## config.mk

```make
export PLATFORM = sky130hd
export DESIGN_NAME = periodic_timer_table_unit
export DESIGN_NICKNAME = d
export VERILOG_FILES = /design/src/rtl/core/ptt_pkg.sv /design/src/rtl/core/ptt_ctrl.sv /design/src/rtl/core/ptt_datapath.sv /design/src/rtl/core/periodic_timer_table_unit.sv
export SDC_FILE = /design/constraint.sdc
export NUM_CORES = 1
export LEC_CHECK = 0
export BUFFER_PORTS_ARGS = -buffer_cell sky130_fd_sc_hd__buf_2
export CAP_MARGIN = 25
export CORE_MARGIN = 1.5
export CORE_UTILIZATION = 42
export CTS_CLUSTER_SIZE = 28
export DETAILED_ROUTE_END_ITERATION = 10
export PLACE_DENSITY = 0.67
export SETUP_SLACK_MARGIN = 0.5
export SYNTH_ARGS = -nofsm -noshare
export SYNTH_HDL_FRONTEND = slang
export SYNTH_SLANG_ARGS = --single-unit
```

## constraint.sdc

```tcl
create_clock -name i_clk -period 20.5 [get_ports i_clk]
set_clock_uncertainty 0.2 [all_clocks]
set_input_delay 4.1 -clock i_clk [delete_from_list [all_inputs] [get_ports i_clk]]
set_output_delay 4.1 -clock i_clk [all_outputs]
set_load 0.01 [all_outputs]
```

## src/rtl/core/ptt_pkg.sv

```systemverilog
`timescale 1ns / 1ps

package ptt_pkg;

    localparam int TIMER_SLOTS = 16;
    localparam int TICK_US     = 1000;
    localparam int MS_PER_UNIT = 1000;

    localparam int IDX_W = (TIMER_SLOTS > 1) ? $clog2(TIMER_SLOTS) : 1;

    // ms to ticks: divide when the tick is longer than 1 ms, multiply when shorter
    localparam int TICK_DIV = (TICK_US > MS_PER_UNIT) ? (TICK_US / MS_PER_UNIT) : 1;
    localparam int TICK_MUL = (TICK_US < MS_PER_UNIT) ? (MS_PER_UNIT / TICK_US) : 1;
    // floor(2^32 / TICK_DIV); quotient estimate is at most one low
    localparam logic [31:0] TICK_RECIP =
        (TICK_DIV > 1) ? 32'((64'd1 << 32) / 64'(TICK_DIV)) : 32'd0;

    localparam logic KIND_REPLY = 1'b0;
    localparam logic KIND_FIRED = 1'b1;

    typedef enum logic [1:0] {
        REQ_CREATE = 2'd0,
        REQ_DELETE = 2'd1,
        REQ_TICK   = 2'd2
    } t_req_type;

    typedef enum logic [2:0] {
        ST_CREATED   = 3'd0,
        ST_MODIFIED  = 3'd1,
        ST_DELETED   = 3'd2,
        ST_NULL_KEY  = 3'd3,
        ST_FULL      = 3'd4,
        ST_NOT_FOUND = 3'd5
    } t_status;

    typedef enum logic [1:0] {
        S_IDLE,
        S_SCAN,
        S_DECIDE,
        S_FLUSH
    } t_state;

    typedef struct packed {
        logic load;
        logic step;
        logic reply;
        logic flush;
    } t_dp_cmd;

    typedef struct packed {
        t_req_type req;
        logic      scan_last;
        logic      fire_now;
        logic      pend_valid;
        logic      out_free;
    } t_dp_stat;

    function automatic logic [3:0] slot4(input logic [IDX_W-1:0] idx);
        logic [31:0] wide;
        wide = 32'(idx);
        return wide[3:0];
    endfunction

endpackage

```

## src/rtl/core/ptt_ctrl.sv

```systemverilog
`timescale 1ns / 1ps

module ptt_ctrl
    import ptt_pkg::*;
(
    input  logic     i_clk,
    input  logic     i_rst_n,
    input  logic     i_s_tvalid,
    input  t_dp_stat i_stat,
    output logic     o_s_tready,
    output t_dp_cmd  o_cmd
);

    t_state r_state;
    t_state n_state;
    logic   w_hold;
    logic   w_reply_req;

    // a second firing slot cannot advance while the previous notice has nowhere to go
    assign w_hold      = i_stat.fire_now && i_stat.pend_valid && !i_stat.out_free;
    assign w_reply_req = (i_stat.req == REQ_CREATE) || (i_stat.req == REQ_DELETE);

    always_ff @(posedge i_clk) begin
        if (!i_rst_n) begin
            r_state <= S_IDLE;
        end else begin
            r_state <= n_state;
        end
    end

    always_comb begin
        n_state = r_state;
        case (r_state)
            S_IDLE: begin
                if (i_s_tvalid) n_state = S_SCAN;
            end
            S_SCAN: begin
                if (!w_hold && i_stat.scan_last) begin
                    n_state = (i_stat.req == REQ_TICK) ? S_FLUSH : S_DECIDE;
                end
            end
            S_DECIDE: begin
                if (!w_reply_req || i_stat.out_free) n_state = S_IDLE;
            end
            S_FLUSH: begin
                if (!i_stat.pend_valid || i_stat.out_free) n_state = S_IDLE;
            end
            default: n_state = S_IDLE;
        endcase
    end

    always_comb begin
        o_s_tready = 1'b0;
        o_cmd      = '0;
        case (r_state)
            S_IDLE: begin
                o_s_tready = 1'b1;
                o_cmd.load = i_s_tvalid;
            end
            S_SCAN: begin
                o_cmd.step = !w_hold;
            end
            S_DECIDE: begin
                o_cmd.reply = w_reply_req && i_stat.out_free;
            end
            S_FLUSH: begin
                o_cmd.flush = i_stat.pend_valid && i_stat.out_free;
            end
            default: begin
                o_cmd = '0;
            end
        endcase
    end

endmodule

```

## src/rtl/core/ptt_datapath.sv

```systemverilog
`timescale 1ns / 1ps

module ptt_datapath
    import ptt_pkg::*;
(
    input  logic        i_clk,
    input  logic        i_rst_n,
    input  t_dp_cmd     i_cmd,
    output t_dp_stat    o_stat,
    input  logic [31:0] i_s_tdata,
    input  logic [1:0]  i_s_tuser,
    input  logic        i_m_tready,
    output logic        o_m_tvalid,
    output logic [23:0] o_m_tdata,
    output logic        o_m_tuser,
    output logic        o_m_tlast
);

    logic [15:0] r_owner  [TIMER_SLOTS];
    logic [31:0] r_period [TIMER_SLOTS];
    logic [31:0] r_count  [TIMER_SLOTS];

    t_req_type   r_req;
    logic [15:0] r_key;
    logic [15:0] r_ms;
    logic [47:0] r_prod;
    logic [15:0] r_q0;
    logic [IDX_W-1:0] r_idx;

    logic             r_hit;
    logic [IDX_W-1:0] r_hit_idx;
    logic             r_free;
    logic [IDX_W-1:0] r_free_idx;

    logic             r_pend_valid;
    logic [IDX_W-1:0] r_pend_idx;
    logic [15:0]      r_pend_key;

    logic        r_out_valid;
    logic        r_out_kind;
    t_status     r_out_status;
    logic [3:0]  r_out_slot;
    logic [15:0] r_out_key;
    logic        r_out_last;

    logic [15:0] w_cur_owner;
    logic        w_occ;
    logic [31:0] w_dec;
    logic        w_fire;
    logic        w_out_free;
    logic [31:0] w_ticks;
    logic [31:0] w_rem;

    logic             w_wr_en;
    logic             w_wr_owner;
    logic             w_wr_clear;
    logic [IDX_W-1:0] w_wr_idx;
    t_status          w_rep_status;
    logic [IDX_W-1:0] w_rep_slot;
    logic [15:0]      w_rep_key;

    assign w_cur_owner = r_owner[r_idx];
    assign w_occ       = (w_cur_owner != 16'd0);
    assign w_dec       = r_count[r_idx] - 32'd1;
    assign w_fire      = (r_req == REQ_TICK) && w_occ && (w_dec == 32'd0);
    assign w_out_free  = !r_out_valid || i_m_tready;

    assign o_stat.req        = r_req;
    assign o_stat.scan_last  = (r_idx == IDX_W'(TIMER_SLOTS - 1));
    assign o_stat.fire_now   = w_fire;
    assign o_stat.pend_valid = r_pend_valid;
    assign o_stat.out_free   = w_out_free;

    always_comb begin
        w_rem = 32'(r_ms) - 32'(r_q0) * 32'(TICK_DIV);
        if (TICK_US == MS_PER_UNIT) begin
            w_ticks = 32'(r_ms);
        end else if (TICK_US > MS_PER_UNIT) begin
            if (TICK_DIV == 1) begin
                w_ticks = 32'(r_ms);
            end else begin
                w_ticks = 32'(r_q0) + ((w_rem >= 32'(TICK_DIV)) ? 32'd1 : 32'd0);
            end
        end else begin
            w_ticks = 32'(r_ms) * 32'(TICK_MUL);
        end
    end

    always_comb begin
        w_wr_en      = 1'b0;
        w_wr_owner   = 1'b0;
        w_wr_clear   = 1'b0;
        w_wr_idx     = r_hit_idx;
        w_rep_status = ST_NULL_KEY;
        w_rep_slot   = '0;
        w_rep_key    = 16'd0;
        case (r_req)
            REQ_CREATE: begin
                if (r_key == 16'd0) begin
                    w_rep_status = ST_NULL_KEY;
                end else if (r_hit) begin
                    w_wr_en      = 1'b1;
                    w_rep_status = ST_MODIFIED;
                    w_rep_slot   = r_hit_idx;
                    w_rep_key    = r_key;
                end else if (r_free) begin
                    w_wr_en      = 1'b1;
                    w_wr_owner   = 1'b1;
                    w_wr_idx     = r_free_idx;
                    w_rep_status = ST_CREATED;
                    w_rep_slot   = r_free_idx;
                    w_rep_key    = r_key;
                end else begin
                    w_rep_status = ST_FULL;
                    w_rep_key    = r_key;
                end
            end
            REQ_DELETE: begin
                if (r_key == 16'd0) begin
                    w_rep_status = ST_NULL_KEY;
                end else if (r_hit) begin
                    w_wr_en      = 1'b1;
                    w_wr_clear   = 1'b1;
                    w_rep_status = ST_DELETED;
                    w_rep_slot   = r_hit_idx;
                    w_rep_key    = r_key;
                end else begin
                    w_rep_status = ST_NOT_FOUND;
                    w_rep_key    = r_key;
                end
            end
            default: begin
                w_wr_en = 1'b0;
            end
        endcase
    end

    always_ff @(posedge i_clk) begin
        if (!i_rst_n) begin
            for (int i = 0; i < TIMER_SLOTS; i++) r_owner[i] <= 16'd0;
        end else if (i_cmd.reply && w_wr_en) begin
            if (w_wr_clear) r_owner[w_wr_idx] <= 16'd0;
            else if (w_wr_owner) r_owner[w_wr_idx] <= r_key;
        end
    end

    always_ff @(posedge i_clk) begin
        if (i_cmd.reply && w_wr_en) begin
            r_period[w_wr_idx] <= w_wr_clear ? 32'd0 : w_ticks;
            r_count[w_wr_idx]  <= w_wr_clear ? 32'd0 : w_ticks;
        end else if (i_cmd.step && (r_req == REQ_TICK) && w_occ) begin
            r_count[r_idx] <= w_fire ? r_period[r_idx] : w_dec;
        end
    end

    // quotient estimate settles from the held period during the slot scan
    always_ff @(posedge i_clk) begin
        r_prod <= 48'(r_ms) * 48'(TICK_RECIP);
        r_q0   <= r_prod[47:32];
        if (i_cmd.load) begin
            r_req <= t_req_type'(i_s_tuser);
            r_key <= i_s_tdata[15:0];
            r_ms  <= i_s_tdata[31:16];
        end
    end

    always_ff @(posedge i_clk) begin
        if (!i_rst_n) begin
            r_idx  <= '0;
            r_hit  <= 1'b0;
            r_free <= 1'b0;
        end else if (i_cmd.load) begin
            r_idx  <= '0;
            r_hit  <= 1'b0;
            r_free <= 1'b0;
        end else if (i_cmd.step) begin
            r_idx <= r_idx + IDX_W'(1);
            if (!r_hit && (w_cur_owner == r_key)) begin
                r_hit     <= 1'b1;
                r_hit_idx <= r_idx;
            end
            if (!r_free && !w_occ) begin
                r_free     <= 1'b1;
                r_free_idx <= r_idx;
            end
        end
    end

    // one fired notice is held back so the final one of a tick can carry tlast
    always_ff @(posedge i_clk) begin
        if (!i_rst_n) begin
            r_pend_valid <= 1'b0;
        end else if (i_cmd.step && w_fire) begin
            r_pend_valid <= 1'b1;
            r_pend_idx   <= r_idx;
            r_pend_key   <= w_cur_owner;
        end else if (i_cmd.flush) begin
            r_pend_valid <= 1'b0;
        end
    end

    always_ff @(posedge i_clk) begin
        if (!i_rst_n) begin
            r_out_valid <= 1'b0;
        end else if (i_cmd.reply) begin
            r_out_valid  <= 1'b1;
            r_out_kind   <= KIND_REPLY;
            r_out_status <= w_rep_status;
            r_out_slot   <= slot4(w_rep_slot);
            r_out_key    <= w_rep_key;
            r_out_last   <= 1'b1;
        end else if ((i_cmd.step && w_fire && r_pend_valid) || i_cmd.flush) begin
            r_out_valid  <= 1'b1;
            r_out_kind   <= KIND_FIRED;
            r_out_status <= ST_CREATED;  // status field reads zero on expiry notices
            r_out_slot   <= slot4(r_pend_idx);
            r_out_key    <= r_pend_key;
            r_out_last   <= i_cmd.flush;
        end else if (i_m_tready) begin
            r_out_valid <= 1'b0;
        end
    end

    assign o_m_tvalid = r_out_valid;
    assign o_m_tdata  = {1'b0, r_out_key, r_out_slot, r_out_status};
    assign o_m_tuser  = r_out_kind;
    assign o_m_tlast  = r_out_last;

endmodule

```

## src/rtl/core/periodic_timer_table_unit.sv

```systemverilog
`timescale 1ns / 1ps
// Create/delete: the result is registered after the slot scan and the decide state.
// Tick: fired notices leave as the slot scan passes, the final one from the flush state.
// A new beat is taken only after the one-slot-per-cycle scan and the decide or flush state;
// output back-pressure holds the scan.
// Reset (synchronous, active low) frees every slot at once and empties the output register.

module periodic_timer_table_unit
    import ptt_pkg::*;
(
    input  logic        i_clk,
    input  logic        i_rst_n,
    input  logic        i_s_tvalid,
    output logic        o_s_tready,
    input  logic [31:0] i_s_tdata,   // owner_key[15:0], period_ms[31:16]
    input  logic [1:0]  i_s_tuser,   // req_type[1:0]
    output logic        o_m_tvalid,
    input  logic        i_m_tready,
    output logic [23:0] o_m_tdata,   // status[2:0], slot_index[6:3], fired_key[22:7], zero[23]
    output logic        o_m_tuser,   // result_kind
    output logic        o_m_tlast    // last_of_run
);

    t_dp_cmd  w_cmd;
    t_dp_stat w_stat;

    ptt_ctrl u_ctrl (
        .i_clk      (i_clk),
        .i_rst_n    (i_rst_n),
        .i_s_tvalid (i_s_tvalid),
        .i_stat     (w_stat),
        .o_s_tready (o_s_tready),
        .o_cmd      (w_cmd)
    );

    ptt_datapath u_dp (
        .i_clk      (i_clk),
        .i_rst_n    (i_rst_n),
        .i_cmd      (w_cmd),
        .o_stat     (w_stat),
        .i_s_tdata  (i_s_tdata),
        .i_s_tuser  (i_s_tuser),
        .i_m_tready (i_m_tready),
        .o_m_tvalid (o_m_tvalid),
        .o_m_tdata  (o_m_tdata),
        .o_m_tuser  (o_m_tuser),
        .o_m_tlast  (o_m_tlast)
    );

endmodule

```

==> run_results.csv <==
group,metric,value,unit
logic_synthesis,synth_warnings,0,
setup_path,crit_fanout,81,
logic_synthesis,synth_top_family_by_area,"multiplexers",
floorplanning,die-height,333,microns
clock_network,cts_root_buf,"clkbuf_16",
logic_synthesis,yosysTopAreaCellShare,72.7,%
timing,post-route-period-util,37.6,%
floorplanning,die_w,333,microns
setup_path,end_kind,"register",
worst_hold_path,hold_class,"register to register",
setup_path,worstSetupStartpointType,"register",
logic_synthesis,synth_seq_cells,1125,
power_and_ir_drop,p_leak,15.7,nW
layout,drive_gt1_share,24.3,%
logic_synthesis,yosysUniqueCellTypes,75,
routing,vias_per_cell,5.97,
logic_synthesis,synth_top_area_cell,"edfxtp_1",
place,portBuffers,64,
setup_path,worstPathArrival,7760,ps
logic_synthesis,synthTopCellsByArea,"edfxtp_1 (73%), mux4_2 (14%), nor2_1 (2.7%)",
floorplanning,ioPinCount,66,
logic_synthesis,muxShareOfSynthArea,14.9,%
logic_synthesis,ys.flop_type,"edfxtp_1",
routing,routedWlPerCell,27.4,microns
timing,finalMaxSlewViolations,0,
layout,regArea,33700,sq um
clock_network,numCtsBuffers,111,
timing,setup_violations,0,
timing,fin_crit,7710,ps
logic_synthesis,synth_common_cells,"edfxtp_1 (1111), nor2_1 (329), mux4_2 (281)",
clock_network,cts_setup_buffers,0,
clock_network,clk_path_buf_depth,3,
power_and_ir_drop,intPower,0.00379,W
clock_network,cts_tree,"built",
timing,worstMarginPinSlew,1250,ps
floorplanning,core_area,109000,sq um
clock_network,clock-sinks,1125,
logic_synthesis,yosys.area_share.simple,6.41,%
clock_network,h-tree-depth,3,
clock_network,worstSkewPairLatency,720,ps
timing,tns,0,ps
power_and_ir_drop,p_clk_share,42.3,%
layout,fill_cells,8704,
timing,fmax,130,MHz
timing,max_slew_margin,17.0,%
logic_synthesis,syn-num-nets,2522,
power_and_ir_drop,comb_power_share,3.7,%
layout,nNetsFinal,2622,
floorplanning,initial_core_util,42.3,%
logic_synthesis,syn-cell-area,45900,sq um
logic_synthesis,synthAdderAreaFrac,0.0818,%
place,globalplace.congestion,0.914,
grt,grt_pass1_vias,24800,
clock_network,cts_resized,0,
setup_path,crit_required,20550,ps
power_and_ir_drop,swShare,20.5,%
routing,ant_nets,0,
clock_network,path_clk_slew,60,ps
routing,drtIter0Drc,2988,
grt,grt_pass1_wl,166000,microns
layout,area_growth,13.0,%
grt,grt_overflow,0,
routing,num_vias,24400,
layout,multi_input_area,11800,sq um
place,post-dp-hpwl,67600,microns
grt,grt_max_degree,121,
power_and_ir_drop,irDropWorstVdd,0.0000866,V
timing,final-hold-violation-count,0,
power_and_ir_drop,seqPwrFrac,54.0,%
logic_synthesis,ys_seq_area_share,73.4,%
floorplanning,rows,121,
grt,antenna_found_initial,1,
logic_synthesis,synth_compound_area_share,2.87,%
job,max_cap_viol_count,0,
setup_path,path_class,"register to register",
grt,grt_util_all_layers,20.2,%
power_and_ir_drop,total_power,0.00477,W
logic_synthesis,synth_most_common_cell,"edfxtp_1",
routing,drc,0,
logic_synthesis,syn_inst,2481,
power_and_ir_drop,power.net_switching,0.000976,W
routing,drt_wl_total,112000,microns
routing,dr.pass1.iters,5,
logic_synthesis,synth.avg_cell_area,18.5,sq um
logic_synthesis,async_reset_ff_share,0,%
outcome,status,"finished, final reports clean",
power_and_ir_drop,p_per_area,91.9,nW/um^2
logic_synthesis,synth_edf_count,1111,
timing,rsz0062_at_grt,"no",
clock_network,ctsHoldBuffers,0,
floorplanning,fp.dieArea,111000,sq um
logic_synthesis,synthXorXnorAreaFrac,0.707,%
## cells by family (layout without fill, tap and decap cells)
kind of cell	count (synthesis)	count (layout)
DFF	1125	1125
and+or+nand+nor	639	639
muxes	323	323
AOI/OAI and AO/OA	180	180
buffers and inverters	173	359
xor gates and xnor gates	37	37
adders and majority gates	3	3
other	1	2
## per-stage QoR
| step | util (%) | worst slack (ps) | area [sq um] | cells | hold WS, ps |
|---|---|---|---|---|---|
| after global placement | 44.3 | 12830 | 48100 | 3870 | 261 |
| after CTS | 47.7 | 12810 | 51800 | 4073 | 303 |
| final | 47.8 | 12790 | 51800 | 4082 | 302 |
| after floorplan | - | 12110 | 45900 | 2481 | 241 |
| after global routing | 47.8 | 12250 | 51800 | 4082 | 353 |
| after detailed placement | 44.4 | 12690 | 48200 | 3874 | 291 |
## path summary, 6_finish.rpt
check         startpoint                   end  slack, ps  cells past startpoint
min          u_dp.r_free           u_dp.r_free        300                      2
max reg2reg     register  u_dp.r_count[14][12]      12790                     16
max             register  u_dp.r_count[14][12]      12790                     16
min reg2reg  u_dp.r_free           u_dp.r_free        300                      2
## worst max-delay path: stages (launching register included)
cell and delay (ps):
dfxtp_4 890, buf_12 600, mux4_2 610, a22o_1 250, nor2_1 270, ha_1 360, nand2_1 100, or3_1 390
nand2_1 230, nand3_1 200, o41ai_1 670, nand4_1 140, nor4_1 420, nand4_1 500, nand2_2 250, buf_4 580
a32oi_1 500
## layout make-up
cell class                 count  area share (%)
antenna                        1         0.00483
clock buffer                 141            5.76
clock inverter                58            1.20
inverter                      29           0.210
multi-input combinational   1183            22.8
sequential                  1125            64.9
tap                         1414            3.41
timing repair buffer         131            1.74
## routing by layer
| metal | track usage [%] | routed length, microns |
|---|---|---|
| met4 | 7.35 | 3750 |
| met5 | 0 | 0 |
| met2 | 33.3 | 54900 |
| met1 | 27.0 | 44100 |
| met3 | 3.57 | 9170 |
## power by group through the flow
stage	Sequential [W]	Combinational, W	Clock, W
CTS	0.00257	0.000176	0.00204
finish	0.00258	0.000176	0.00202
floorplan	0.00261	0.000125	0
detailed placement	0.00262	0.000175	0
global placement	0.00262	0.000170	0
global route	0.00258	0.000188	0.00213
## placed cells by master, fill, tap and decap left out, types with 11 or more instances in the layout
cell and n:
buf_4 60, o21bai_1 12, mux2i_1 20, nor3_1 17
a21oi_1 15, nand4_1 23, nor4_1 19, o21ai_0 14
dfxtp_1 11, nand2b_1 12, nor2_1 313, mux4_2 281
nand2_1 123, nor2b_1 12, inv_1 28, nand3_1 24
clkbuf_1 24, edfxtp_1 1111, o32ai_4 13, mux2_2 19
nor2_2 16, clkinv_1 21, clkbuf_16 114, a22oi_1 37
xnor2_1 28, bufinv_16 11, buf_2 64, clkinv_2 15
## flip-flops by register name, summed over array words and instances, names as in the netlist, 3 cells and up, named ones only
name and flops:
u_dp.r_hit_idx 4, u_dp.r_pend_idx 4, u_dp.r_count 512, u_dp.r_free_idx 4, u_dp.r_key 16, u_dp.r_out_status 3, u_dp.r_ms 16, u_dp.r_period 256
u_dp.r_pend_key 16, u_dp.r_out_key 16, u_dp.r_out_slot 4, u_dp.r_owner 256, u_dp.r_idx 4
Power figures use the tool's default switching activity.
